`src/hdl/spq_pkg.sv`:
```
package spq_pkg;

    localparam int KEY_WIDTH     = 16;
    localparam int STATUS_WIDTH  = 2;
    localparam int COUNT_WIDTH   = 4;
    localparam int CAPACITY_DEF  = 8;

    typedef enum logic
    {
        OP_INSERT = 1'b0,
        OP_REMOVE = 1'b1
    } op_t;

    typedef enum logic [STATUS_WIDTH-1:0]
    {
        ST_OK        = 2'd0,
        ST_FULL      = 2'd1,
        ST_EMPTY     = 2'd2,
        ST_NOT_FOUND = 2'd3
    } status_t;

    // Update enables broadcast to every cell of the chain.
    typedef struct packed
    {
        logic ins;
        logic rem;
    } spq_ctrl_t;

    // What one cell shows to its neighbors and to the control logic.
    typedef struct packed
    {
        logic                 vld;
        logic [KEY_WIDTH-1:0] data;
        logic                 ge;
        logic                 eq;
    } spq_link_t;

endpackage

```
`src/hdl/spq_if.sv`:
```
interface spq_req_if;
    import spq_pkg::*;

    logic                 valid;
    logic                 ready;
    logic                 op;
    logic [KEY_WIDTH-1:0] key;

    modport source (output valid, output op, output key, input ready);
    modport sink   (input valid, input op, input key, output ready);
endinterface

interface spq_rsp_if;
    import spq_pkg::*;

    logic                    valid;
    logic                    ready;
    logic [STATUS_WIDTH-1:0] status;
    logic [COUNT_WIDTH-1:0]  count;
    logic [KEY_WIDTH-1:0]    head_key;

    modport source (output valid, output status, output count, output head_key, input ready);
    modport sink   (input valid, input status, input count, input head_key, output ready);
endinterface

```
`src/hdl/spq_cell.sv`:
```
module spq_cell
(
    input  logic                          clk,
    input  logic                          rst_n,
    input  spq_pkg::spq_ctrl_t            ctrl,
    input  logic [spq_pkg::KEY_WIDTH-1:0] key,
    input  spq_pkg::spq_link_t            prev,
    input  spq_pkg::spq_link_t            next,
    output spq_pkg::spq_link_t            link
);
    import spq_pkg::*;

    logic                 vld_reg;
    logic                 vld_next;
    logic [KEY_WIDTH-1:0] data_reg;
    logic [KEY_WIDTH-1:0] data_next;
    logic                 ge;

    // An empty cell counts as holding a key below every possible key.
    assign ge = !vld_reg || (key >= data_reg);

    always_comb
    begin
        vld_next  = vld_reg;
        data_next = data_reg;
        if (ctrl.ins)
        begin
            vld_next = vld_reg | prev.vld;
            if (prev.ge)
            begin
                data_next = prev.data;
            end
            else if (ge)
            begin
                data_next = key;
            end
        end
        else if (ctrl.rem)
        begin
            vld_next = next.vld;
            if (ge)
            begin
                data_next = next.data;
            end
        end
    end

    always_ff @(posedge clk or negedge rst_n)
    begin
        if (!rst_n)
        begin
            vld_reg <= 1'b0;
        end
        else
        begin
            vld_reg <= vld_next;
        end
    end

    always_ff @(posedge clk)
    begin
        data_reg <= data_next;
    end

    assign link.vld  = vld_reg;
    assign link.data = data_reg;
    assign link.ge   = ge;
    assign link.eq   = vld_reg && (key == data_reg);

endmodule

```
`src/hdl/sorted_priority_queue_core.sv`:
```
// Sorted priority queue holding up to CAPACITY keys, largest first.
// Requests arrive on req (op, key) and each request gives exactly one
// transfer on rsp (status, count, head_key). An insert places the key in
// front of the first stored key less than or equal to it; a remove deletes
// the first stored key equal to it. Status reports a full queue on insert,
// an empty queue or a missing key on remove, and then nothing changes.
// The keys sit in a row of cells. Each cell compares its key with the
// request and loads from its left or right neighbor, so the whole update
// is done in the cycle the request is taken. The response is registered and
// appears in the cycle after the request transfer, and a new request is taken
// every cycle while rsp is ready, so throughput is one request per cycle.
// A response waiting on a stalled receiver sits in the output register;
// req.ready is held low until it is taken, and the queue does not change.
// Reset empties the queue at once and drops any pending response.
module sorted_priority_queue_core
#(
    parameter int CAPACITY = spq_pkg::CAPACITY_DEF
)
(
    input  logic      clk,
    input  logic      rst_n,
    spq_req_if.sink   req,
    spq_rsp_if.source rsp
);
    import spq_pkg::*;

    localparam int CNT_W = $clog2(CAPACITY + 1);

    spq_link_t             link [CAPACITY];
    spq_ctrl_t             ctrl;
    logic [CAPACITY-1:0]   vld_vec;
    logic [CAPACITY-1:0]   eq_vec;
    logic                  accept;
    logic                  full;
    logic                  empty;
    logic                  found;
    status_t               status;
    logic [CNT_W-1:0]      occ_reg;
    logic [CNT_W-1:0]      occ_next;
    logic [KEY_WIDTH-1:0]  head_next;
    logic [CNT_W+COUNT_WIDTH-1:0] occ_wide;

    logic                    rsp_valid_reg;
    logic [STATUS_WIDTH-1:0] status_reg;
    logic [COUNT_WIDTH-1:0]  count_reg;
    logic [KEY_WIDTH-1:0]    head_reg;

    genvar gi;
    generate
        for (gi = 0; gi < CAPACITY; gi++)
        begin : g_cell
            spq_link_t prev_l;
            spq_link_t next_l;

            if (gi == 0)
            begin : g_first
                assign prev_l = '{vld: 1'b1, data: '0, ge: 1'b0, eq: 1'b0};
            end
            else
            begin : g_mid
                assign prev_l = link[gi-1];
            end

            if (gi == CAPACITY - 1)
            begin : g_last
                assign next_l = '{vld: 1'b0, data: '0, ge: 1'b0, eq: 1'b0};
            end
            else
            begin : g_body
                assign next_l = link[gi+1];
            end

            spq_cell u_cell
            (
                .clk   (clk),
                .rst_n (rst_n),
                .ctrl  (ctrl),
                .key   (req.key),
                .prev  (prev_l),
                .next  (next_l),
                .link  (link[gi])
            );

            assign vld_vec[gi] = link[gi].vld;
            assign eq_vec[gi]  = link[gi].eq;
        end
    endgenerate

    assign accept    = req.valid && req.ready;
    assign req.ready = !rsp_valid_reg || rsp.ready;

    assign full  = link[CAPACITY-1].vld;
    assign empty = !link[0].vld;
    assign found = |eq_vec;

    always_comb
    begin
        ctrl     = '{ins: 1'b0, rem: 1'b0};
        status   = ST_OK;
        occ_next = occ_reg;
        if (req.op == OP_INSERT)
        begin
            if (full)
            begin
                status = ST_FULL;
            end
            else
            begin
                ctrl.ins = accept;
                occ_next = occ_reg + 1'b1;
            end
        end
        else
        begin
            if (empty)
            begin
                status = ST_EMPTY;
            end
            else if (!found)
            begin
                status = ST_NOT_FOUND;
            end
            else
            begin
                ctrl.rem = accept;
                occ_next = occ_reg - 1'b1;
            end
        end
    end

    always_comb
    begin
        head_next = empty ? '0 : link[0].data;
        if (status == ST_OK)
        begin
            if (req.op == OP_INSERT)
            begin
                head_next = link[0].ge ? req.key : link[0].data;
            end
            else if (occ_next == '0)
            begin
                head_next = '0;
            end
            else if (link[0].eq)
            begin
                head_next = link[1].data;
            end
        end
    end

    assign occ_wide = {{COUNT_WIDTH{1'b0}}, occ_next};

    always_ff @(posedge clk or negedge rst_n)
    begin
        if (!rst_n)
        begin
            occ_reg       <= '0;
            rsp_valid_reg <= 1'b0;
        end
        else
        begin
            if (accept)
            begin
                occ_reg <= occ_next;
            end
            if (accept)
            begin
                rsp_valid_reg <= 1'b1;
            end
            else if (rsp.ready)
            begin
                rsp_valid_reg <= 1'b0;
            end
        end
    end

    always_ff @(posedge clk)
    begin
        if (accept)
        begin
            status_reg <= status;
            count_reg  <= occ_wide[COUNT_WIDTH-1:0];
            head_reg   <= head_next;
        end
    end

    assign rsp.valid    = rsp_valid_reg;
    assign rsp.status   = status_reg;
    assign rsp.count    = count_reg;
    assign rsp.head_key = head_reg;

    logic [CAPACITY:0]             thermo;
    logic                          sorted_ok;
    logic [CNT_W+COUNT_WIDTH-1:0]  occ_reg_wide;

    assign thermo       = ({{CAPACITY{1'b0}}, 1'b1} << occ_reg) - 1'b1;
    assign occ_reg_wide = {{COUNT_WIDTH{1'b0}}, occ_reg};

    always_comb
    begin
        sorted_ok = 1'b1;
        for (int i = 1; i < CAPACITY; i++)
        begin
            if (link[i].vld && (link[i].data > link[i-1].data))
            begin
                sorted_ok = 1'b0;
            end
        end
    end

    // The valid cells always form a prefix whose length is the occupancy.
    a_valid_prefix: assert property (@(posedge clk) disable iff (!rst_n)
        vld_vec == thermo[CAPACITY-1:0])
        else $error("valid cells do not match occupancy");

    a_sorted: assert property (@(posedge clk) disable iff (!rst_n)
        sorted_ok)
        else $error("stored keys are not in descending order");

    a_rsp_count: assert property (@(posedge clk) disable iff (!rst_n)
        rsp_valid_reg |-> (count_reg == occ_reg_wide[COUNT_WIDTH-1:0]))
        else $error("reported count differs from occupancy");

    a_rsp_head: assert property (@(posedge clk) disable iff (!rst_n)
        rsp_valid_reg |-> (head_reg == (link[0].vld ? link[0].data : '0)))
        else $error("reported head differs from first cell");

    a_reject_hold: assert property (@(posedge clk) disable iff (!rst_n)
        (accept && (status != ST_OK)) |=> (vld_vec == $past(vld_vec)))
        else $error("rejected request changed the queue");

endmodule

```
`src/flat_wrapper.sv`:
```
// flat-port wrapper written by rule: the top's interface ports become plain ports
module sorted_priority_queue_core_flat import spq_pkg::*;
#(
    parameter int CAPACITY = spq_pkg::CAPACITY_DEF
)
  (clk, rst_n, req_valid, req_op, req_key, req_ready, rsp_valid, rsp_status, rsp_count, rsp_head_key, rsp_ready);
  spq_req_if req_i ();
  spq_rsp_if rsp_i ();
  input  logic clk;
  input  logic rst_n;
  input wire logic [$bits(req_i.valid)-1:0] req_valid;
  input wire logic [$bits(req_i.op)-1:0] req_op;
  input wire logic [$bits(req_i.key)-1:0] req_key;
  output wire logic [$bits(req_i.ready)-1:0] req_ready;
  output wire logic [$bits(rsp_i.valid)-1:0] rsp_valid;
  output wire logic [$bits(rsp_i.status)-1:0] rsp_status;
  output wire logic [$bits(rsp_i.count)-1:0] rsp_count;
  output wire logic [$bits(rsp_i.head_key)-1:0] rsp_head_key;
  input wire logic [$bits(rsp_i.ready)-1:0] rsp_ready;
  assign req_i.valid = req_valid;
  assign req_i.op = req_op;
  assign req_i.key = req_key;
  assign req_ready = req_i.ready;
  assign rsp_valid = rsp_i.valid;
  assign rsp_status = rsp_i.status;
  assign rsp_count = rsp_i.count;
  assign rsp_head_key = rsp_i.head_key;
  assign rsp_i.ready = rsp_ready;
  sorted_priority_queue_core #(.CAPACITY(CAPACITY)) u_core (.clk(clk), .rst_n(rst_n), .req(req_i), .rsp(rsp_i));
endmodule
```
`config.mk`:
```
export PLATFORM = sky130hd
export DESIGN_NAME = sorted_priority_queue_core_flat
export DESIGN_NICKNAME = d
export VERILOG_FILES = /design/src/hdl/spq_pkg.sv /design/src/hdl/spq_if.sv /design/src/hdl/spq_cell.sv /design/src/hdl/sorted_priority_queue_core.sv /design/src/flat_wrapper.sv
export SDC_FILE = /design/constraint.sdc
export NUM_CORES = 1
export LEC_CHECK = 0
export ABC_CLOCK_PERIOD_IN_PS = 7900
export BUFFER_PORTS_ARGS = -buffer_cell sky130_fd_sc_hd__buf_2
export CORE_MARGIN = 2
export CORE_UTILIZATION = 65
export DETAILED_ROUTE_END_ITERATION = 10
export GPL_TIMING_DRIVEN = 0
export PLACE_DENSITY = 0.91
export SLEW_MARGIN = 15
export SYNTH_ARGS = -nofsm -noshare
export SYNTH_HDL_FRONTEND = slang
export SYNTH_SLANG_ARGS = --single-unit
```
`constraint.sdc`:
```
create_clock -name clk -period 7.9 [get_ports clk]
set_input_delay 0.79 -clock clk [delete_from_list [all_inputs] [get_ports clk]]
set_output_delay 0.79 -clock clk [all_outputs]
set_load 0.05 [all_outputs]
```
==> results of run 1 <==
## logic make-up after synthesis
family,after synthesis,synth area share
fa+ha+maj,130,0.138
simple gates,240,0.100
flops,163,0.410
compound gates,409,0.254
xor+xnor,6,0.00605
mux,32,0.0272
buf+inv,198,0.0647
## metrics by stage
stage / setup slack (ps) / hold slack [ps] / power [mW] / instances
after global routing: 3320 / 252 / 3.18 / 1487
after floorplan: 3700 / 494 / 1.92 / 1178
final: 3360 / 228 / 3.07 / 1487
after detailed placement: 2860 / 527 / 2.22 / 1455
after global placement: 2520 / 503 / 2.16 / 1451
after CTS: 3230 / 246 / 3.03 / 1487
## where the power goes
group | total (mW) | leakage [nW] | internal [mW] | switching, mW
registers | 1.19 | 1.54 | 1.09 | 0.0961
logic | 1.06 | 3.51 | 0.356 | 0.706
clock network | 0.819 | 0.266 | 0.462 | 0.357
total | 3.07 | 5.32 | 1.91 | 1.16
## worst reg2reg max path: cells and delay by family (launching register included)
| family | cells | cell delay (ps) |
|---|---|---|
| compound gates | 3 | 1320 |
| simple gates | 4 | 1180 |
| buf+inv | 3 | 750 |
| flops | 1 | 430 |
| fa+ha+maj | 1 | 300 |
## per-layer routing
layer,vias to the layer above,wire length [um],GRT usage
met5,-,0,0
met2,805,16600,0.615
li1,4682,-,-
met1,4918,12400,0.432
met4,0,1880,0.195
met3,156,3820,0.0656
## path summary, 6_finish.rpt
check,from,to,depth (start not counted)
min in group clk,u_core.rsp.valid$_DFFE_PN0P_,u_core.rsp.valid$_DFFE_PN0P_,2
worst max-delay path,req_key[0],u_core.g_cell[5].u_cell.data_reg[10]$_DFFE_PP_,12
max in group asynchronous,rst_n,u_core.g_cell[7].u_cell.vld_reg$_DFFE_PN0P_,1
worst min register to register,u_core.rsp.valid$_DFFE_PN0P_,u_core.rsp.valid$_DFFE_PN0P_,2
worst min-delay path,rst_n,u_core.occ_reg[3]$_DFFE_PN0P_,1
worst max register to register,u_core.g_cell[0].u_cell.data_reg[11]$_DFFE_PP_,u_core.g_cell[5].u_cell.data_reg[10]$_DFFE_PP_,11
## final cells by class
cell class	count	area (um^2)	area share
sequential	163	4830	0.374
clock buffer	21	440	0.0341
tap	229	287	0.0222
buffer	67	273	0.0211
timing repair buffer	48	265	0.0205
inverter	131	492	0.0381
clock inverter	11	110	0.00852
multi-input combinational	817	6220	0.482
## layout by cell type (no fill, tap or decap), drive strengths merged, types with 4 or more instances in the layout
cell	count
o21ai	62
nand2	48
a211oi	47
a32oi	4
edfxtp	150
a21o	30
o211ai	64
clkinv	6
nand2b	8
clkbuf	80
o31ai	21
inv	133
nor2	71
o31a	5
o22a	5
ha	130
nor2b	10
buf	56
nand4	33
mux2i	32
a21oi	56
and3	17
a221o	48
o21a	26
a22oi	32
nand3	35
dfrtp	13
xnor2	4
nor4	4
nor3	8
==> qor.csv, run 1 <==
stage;metric;value;unit
critical_path;crit-path cells;buf_2 -> inv_1 -> ha_1 -> nand4_1 -> nor4_1 -> a32oi_1 -> a41o_1 -> buf_6 -> nand2_1 -> nand2_1 -> clkbuf_1 -> a21oi_2;
logic_synthesis;Post-synth EDFFs;150;
logic_synthesis;Netlist cell types;50;
floorplan;die footprint;19200;um^2
critical_path;critical path's slowest cell;a21oi_2;
global_routing;Tot GR Track Use;0.359;
global_routing;largest net degree at the start of global routing;32;
sta;RSZ-0062 raised after global routing;false;
logic_synthesis;Mapped Area;11800;um^2
global_routing;wire length of the first global-routing pass;54.3;mm
global_routing;initial antenna violation count;0;
critical_path;most used cell, CP;nand2_1;
placement;I/O Buffers;44;
sta;Final Max Slew Viols;0;
sta;Layout Skew;15.1;ps
cells_and_area;utilization after layout;0.722;
sta;Tcrit/Tclk final;0.575;
logic_synthesis;Synth warnings;0;
floorplan;overall die width;139;um
clock_network;CTS tree;done;
critical_path;CP Launch Type;input pin;
clock_network;clock sink count;163;
cells_and_area;design area;12900;um^2
logic_synthesis;syn_nets;1329;
critical_path;Critical Path Fanout Max;16;
floorplan;Core Rows;49;
sta;fmax;0.220;GHz
critical_path;critical path endpoint category;register;
sta;Final Critical Period;4540;ps
clock_network;CTS Buf Count;17;
cells_and_area;Area growth syn-to-layout;9.60;%
critical_path;CP required;7960;ps
logic_synthesis;share of flip-flops with an asynchronous set or reset;0.0798;
route;via count;10561;
route;Detailed Routing Iterations Pass 1;7;
cells_and_area;layout cell share with drive strength beyond 1;0.0835;
route;DR iter-0 viols;1500;
pwr;Worst VDD drop;0.000184;V
floorplan;Die Ht;139;um
sta;Least-Margin Pin Slew;1010;ps
sta;final setup vio count;0;
logic_synthesis;Post-Synthesis Cells;1178;
logic_synthesis;Synth Register Bits;163;
logic_synthesis;sequential-to-total area share from yosys stat;0.410;
cells_and_area;antenna fix cells;0;
cells_and_area;max FFs per register;128;
critical_path;Critical Path AT;4610;ps
placement;GPL Wtd Cong;0.954;
critical_path;slowest stage delay, CP;860;ps
route;final wirelength;34.7;mm
global_routing;vias in the first global route;10392;
route;Final ANT Viol Nets;0;
critical_path;Setup CP Type;input pin to register;
pwr;PD cells;238;nW/um^2
placement;Post-DP HPWL;26.3;mm
floorplan;Initial Util;0.659;
clock_network;Skew-Pair Late Insertion Delay;450;ps
clock_network;CTS Buffer Depth;2;
clock_network;CTS H-tree depth;4;
logic_synthesis;largest area contributor in the netlist;edfxtp_1;
placement;Area after DPL;12400;um^2
pwr;Leak;5.32;nW
sta;relative slew slack;0.318;
clock_network;post_cts resized;0;
critical_path;worst reg-to-reg setup slack;3560;ps
clock_network;Hold-fix buffers, CTS;0;
logic_synthesis;post-synth top area share;0.382;
clock_network;Root Buffer;clkbuf_16;
global_routing;Congestion Overflow GR;0;
run;Max Cap Viol;0;
route;number of vias per cell;7.10;
floorplan;io pins;45;
clock_network;CTS clk-pin slew, worst paths;60;ps
route;WL/cell;23.3;um
sta;Fin. Hold Viols;0;
min_path;Worst Hold Class;input pin to asynchronous set/reset pin;
logic_synthesis;dominant synthesized flop cell;edfxtp_1;
logic_synthesis;most frequent cell after synthesis;edfxtp_1;
clock_network;postcts setup bufs;0;
cells_and_area;fill count;1274;
cells_and_area;Nets;1396;
logic_synthesis;Avg Cell Area, Syn;10.0;um^2
sta;TNS Setup;0;ps
logic_synthesis;Synth area leaders;edfxtp_1 38%, ha_1 14%, inv_1 4.2%;
logic_synthesis;Post-synth top cells;150 x edfxtp_1, 131 x inv_1, 130 x ha_1;
critical_path;CP delay by family, top;compound AO/OA/AOI/OAI gates;
outcome;outcome;completed;
floorplan;total core area;17900;um^2
route;Post-route DRC;0;
critical_path;Worst Path Buf+Inv;4;
No activity file was read; power rests on OpenSTA's default activity.
==> run 2, diff against run 1 <==
--- a/config.mk
+++ b/config.mk
@@ -5,13 +5,14 @@
 export SDC_FILE = /design/constraint.sdc
 export NUM_CORES = 1
 export LEC_CHECK = 0
-export ABC_CLOCK_PERIOD_IN_PS = 7900
+export ABC_AREA = 1
+export ABC_CLOCK_PERIOD_IN_PS = 3880
 export BUFFER_PORTS_ARGS = -buffer_cell sky130_fd_sc_hd__buf_2
 export CORE_MARGIN = 2
-export CORE_UTILIZATION = 65
+export CORE_UTILIZATION = 57
 export DETAILED_ROUTE_END_ITERATION = 10
 export GPL_TIMING_DRIVEN = 0
-export PLACE_DENSITY = 0.91
+export PLACE_DENSITY = 0.85
 export SLEW_MARGIN = 15
 export SYNTH_ARGS = -nofsm -noshare
 export SYNTH_HDL_FRONTEND = slang
==> constraint.sdc (replaced) <==
create_clock -name clk -period 3.88 [get_ports clk]
set_input_delay 0.388 -clock clk [delete_from_list [all_inputs] [get_ports clk]]
set_output_delay 0.388 -clock clk [all_outputs]
set_load 0.05 [all_outputs]
==> run 2 against run 1 <==
Against the previous run: clock power up 140%; area after synthesis down 1.1%; die area up 12%; final area up 0.17%; wire length down 9.8%; combinational power up 110%; global-route usage down 7.0 points; critical endpoint is now u_core.g_cell[1].u_cell.data_reg[14]$_DFFE_PP_; synthesized cell count up 19%; sequential cell count unchanged; highest routed layer unchanged; critical path depth down 3.
==> qor.csv, run 2 <==
stage;metric;value;unit;change
logic_synthesis;Post-Synthesis Cells;1402;;+19%
critical_path;CP delay by family, top;buffers and inverters;;
sta;TNS Setup;0;ps;unchanged
global_routing;Tot GR Track Use;0.289;;-0.0699
floorplan;Initial Util;0.578;;-0.0803
placement;I/O Buffers;44;;unchanged
floorplan;total core area;20200;um^2;+13%
sta;Tcrit/Tclk final;0.916;;
placement;Placed Cells;1718;;+18%
logic_synthesis;sequential-to-total area share from yosys stat;0.414;;+0.00444
sta;Final Critical Period;3560;ps;
sta;Final Max Slew Viols;0;;unchanged
route;number of vias per cell;6.00;;-15%
logic_synthesis;Synth Register Bits;163;;unchanged
logic_synthesis;syn_nets;1553;;+17%
clock_network;post_cts resized;0;;unchanged
clock_network;clock sink count;163;;unchanged
sta;Fin. Hold Viols;0;;unchanged
clock_network;CTS Buf Count;17;;unchanged
critical_path;CP required;3950;ps;-4010 ps
route;Detailed Routing Iterations Pass 1;7;;unchanged
critical_path;slowest stage delay, CP;690;ps;-170 ps
sta;fmax;0.281;GHz;
logic_synthesis;share of flip-flops with an asynchronous set or reset;0.0798;;unchanged
clock_network;Hold-fix buffers, CTS;1;;+1
route;final wirelength;31.3;mm;-9.8%
floorplan;Die Ht;147;um;+6.0%
global_routing;Congestion Overflow GR;0;;unchanged
logic_synthesis;largest family of logic cells by synthesized area;compound AO/OA/AOI/OAI gates;;
pwr;Leak;5.50;nW;+3.5%
logic_synthesis;most frequent cell after synthesis;o21ai_0;;
sta;RSZ-0062 raised after global routing;false;;
clock_network;postcts setup bufs;0;;unchanged
logic_synthesis;Mapped Area;11700;um^2;-1.1%
outcome;outcome;completed;;
logic_synthesis;post-synthesis xor/xnor area fraction;0;;-0.00605
logic_synthesis;post-synthesis simple-gate area fraction;0.121;;+0.0207
cells_and_area;post-route insts no fill;1751;;+18%
critical_path;Critical Path Fanout Max;30;;+14
cells_and_area;max FFs per register;128;;unchanged
logic_synthesis;adder-cell share of the synthesized area;0.139;;+0.00150
clock_network;Skew-Pair Late Insertion Delay;450;ps;about the same
logic_synthesis;dominant synthesized flop cell;edfxtp_1;;
clock_network;Root Buffer;clkbuf_16;;
critical_path;worst reg-to-reg setup slack;320;ps;-3240 ps
run;Max Cap Viol;0;;unchanged
logic_synthesis;Synth Area in Compound Gates;0.241;;-0.0133
clock_network;CTS Buffer Depth;2;;unchanged
critical_path;Setup CP Type;register to register;;
logic_synthesis;Netlist cell types;40;;-20%
critical_path;most used cell, CP;nand2_1;;
critical_path;Worst Path Buf+Inv;4;;unchanged
global_routing;wire length of the first global-routing pass;49.6;mm;-8.6%
clock_network;CTS clk-pin slew, worst paths;60;ps;about the same
placement;Post-DP HPWL;23.8;mm;-9.2%
logic_synthesis;largest area contributor in the netlist;edfxtp_1;;
global_routing;initial antenna violation count;0;;unchanged
min_path;Worst Hold Class;input pin to register;;
route;via count;10513;;-0.45%
sta;relative slew slack;0.402;;+0.0837
pwr;PD cells;507;nW/um^2;+110%
placement;GPL Wtd Cong;0.917;;-3.9%
logic_synthesis;Synth area leaders;edfxtp_1 39%, ha_1 14%, o21ai_0 11%;;
pwr;Worst VDD drop;0.000391;V;+110%
cells_and_area;layout cell share with drive strength beyond 1;0.0918;;+0.00836
logic_synthesis;Post-synth EDFFs;150;;unchanged
route;Final ANT Viol Nets;0;;unchanged
floorplan;overall die width;147;um;+6.0%
cells_and_area;antenna fix cells;0;;unchanged
cells_and_area;most common cell after layout, fill and taps aside;o21ai_0;;
logic_synthesis;Synth warnings;0;;unchanged
route;WL/cell;17.9;um;-23%
logic_synthesis;mux contribution to synthesized area;0;;-0.0272
sta;Layout Skew;11.1;ps;-3.99 ps
sta;final setup vio count;0;;unchanged
logic_synthesis;post-synth top area share;0.386;;+0.00414
floorplan;die footprint;21600;um^2;+12%
cells_and_area;Area growth syn-to-layout;11.0;%;
critical_path;critical path's slowest cell;nor2_2;;
cells_and_area;commonest non-fill, non-tap cells in the layout;252 x o21ai_0, 190 x a21oi_1, 181 x nand2_1, 175 x inv_1, 150 x edfxtp_1;;
critical_path;Critical Path AT;3630;ps;-980 ps
critical_path;crit-path cells;nand2_1 -> nand2_1 -> inv_2 -> nand2_1 -> inv_1 -> buf_2 -> buf_2 -> a21oi_1 -> nor2_2;;
global_routing;largest net degree at the start of global routing;31;;-3.1%
clock_network;CTS H-tree depth;4;;unchanged
floorplan;Core Rows;52;;+6.1%
route;Post-route DRC;0;;unchanged
critical_path;critical path endpoint category;register;;
cells_and_area;Nets;1619;;+16%
route;DR iter-0 viols;1059;;-29%
sta;Least-Margin Pin Slew;897;ps;-117 ps
clock_network;CTS tree;done;;
critical_path;CP Launch Type;register;;
logic_synthesis;Avg Cell Area, Syn;8.32;um^2;-17%
floorplan;io pins;45;;unchanged
global_routing;vias in the first global route;10180;;-2.0%
logic_synthesis;Post-synth top cells;252 x o21ai_0, 193 x a21oi_1, 181 x nand2_1;;
-- run 2: cell count changes in the layout (fill, tap and decap cells not counted), sizes merged, moves of 48 or more --
cell / delta
inv: +50
nand2: +149
o211ai: -59
a221o: -48
a21oi: +147
o21ai: +213
-- run 2: power breakdown --
part / switching [mW] / total, mW / internal, mW
logic: 1.58 / 2.22 / 0.641
clock network: 0.734 / 1.94 / 1.21
registers: 0.129 / 2.40 / 2.27
-- run 2: through the flow --
step | hold WS, ps | setup WS [ps] | total power [mW] | utilization | instance area [um^2]
3_3_place_gp | 288 | -252 | 4.48 | 0.606 | 12200
3_5_place_dp | 292 | -135 | 4.59 | 0.608 | 12300
5_1_grt | 248 | 87.8 | 6.89 | 0.642 | 12900
6_report | 210 | 324 | 6.56 | 0.642 | 12900
2_1_floorplan | 92.4 | 329 | 3.96 | - | 11700
4_1_cts | 219 | 15.6 | 6.51 | 0.641 | 12900
-- run 2: path summary, 6_finish.rpt --
| kind | from | to | cells past startpoint |
|---|---|---|---|
| worst max-delay path | u_core.rsp.valid$_DFFE_PN0P_ | u_core.g_cell[1].u_cell.data_reg[14]$_DFFE_PP_ | 9 |
| worst min-delay path | req_valid | u_core.rsp.valid$_DFFE_PN0P_ | 3 |
| worst max register to register | u_core.rsp.valid$_DFFE_PN0P_ | u_core.g_cell[1].u_cell.data_reg[14]$_DFFE_PP_ | 9 |
| worst min register to register | u_core.rsp.valid$_DFFE_PN0P_ | u_core.rsp.valid$_DFFE_PN0P_ | 2 |
| max in group asynchronous | rst_n | u_core.occ_reg[2]$_DFFE_PN0P_ | 2 |
| min in group asynchronous | rst_n | u_core.g_cell[7].u_cell.vld_reg$_DFFE_PN0P_ | 2 |
-- run 2: cell families after synthesis --
kind of cell | count (synthesis)
fa+ha+maj | 130
buf+inv | 251
compound gates | 527
flops | 163
simple gates | 331
-- run 2: metal layers --
metal,track usage,wire (um),up-vias
li1,-,-,5060
met1,0.349,12300,4803
met2,0.501,15500,527
met3,0.0447,2240,123
met4,0.150,1360,0
met5,0,0,-
-- run 2: cell type report --
class	count	area (um^2)
Fill cell	1633	7230
Multi-Input combinational cell	988	5870
Sequential cell	163	4830
Inverter	182	683
Clock buffer	19	433
Tap cell	270	338
Buffer	69	304
Timing Repair Buffer	47	253
Clock inverter	13	229
-- run 2: tightest hold or removal path: stages --
cell     delay (ps)
buf_2            80
nand2_1          90
nand2_1          70
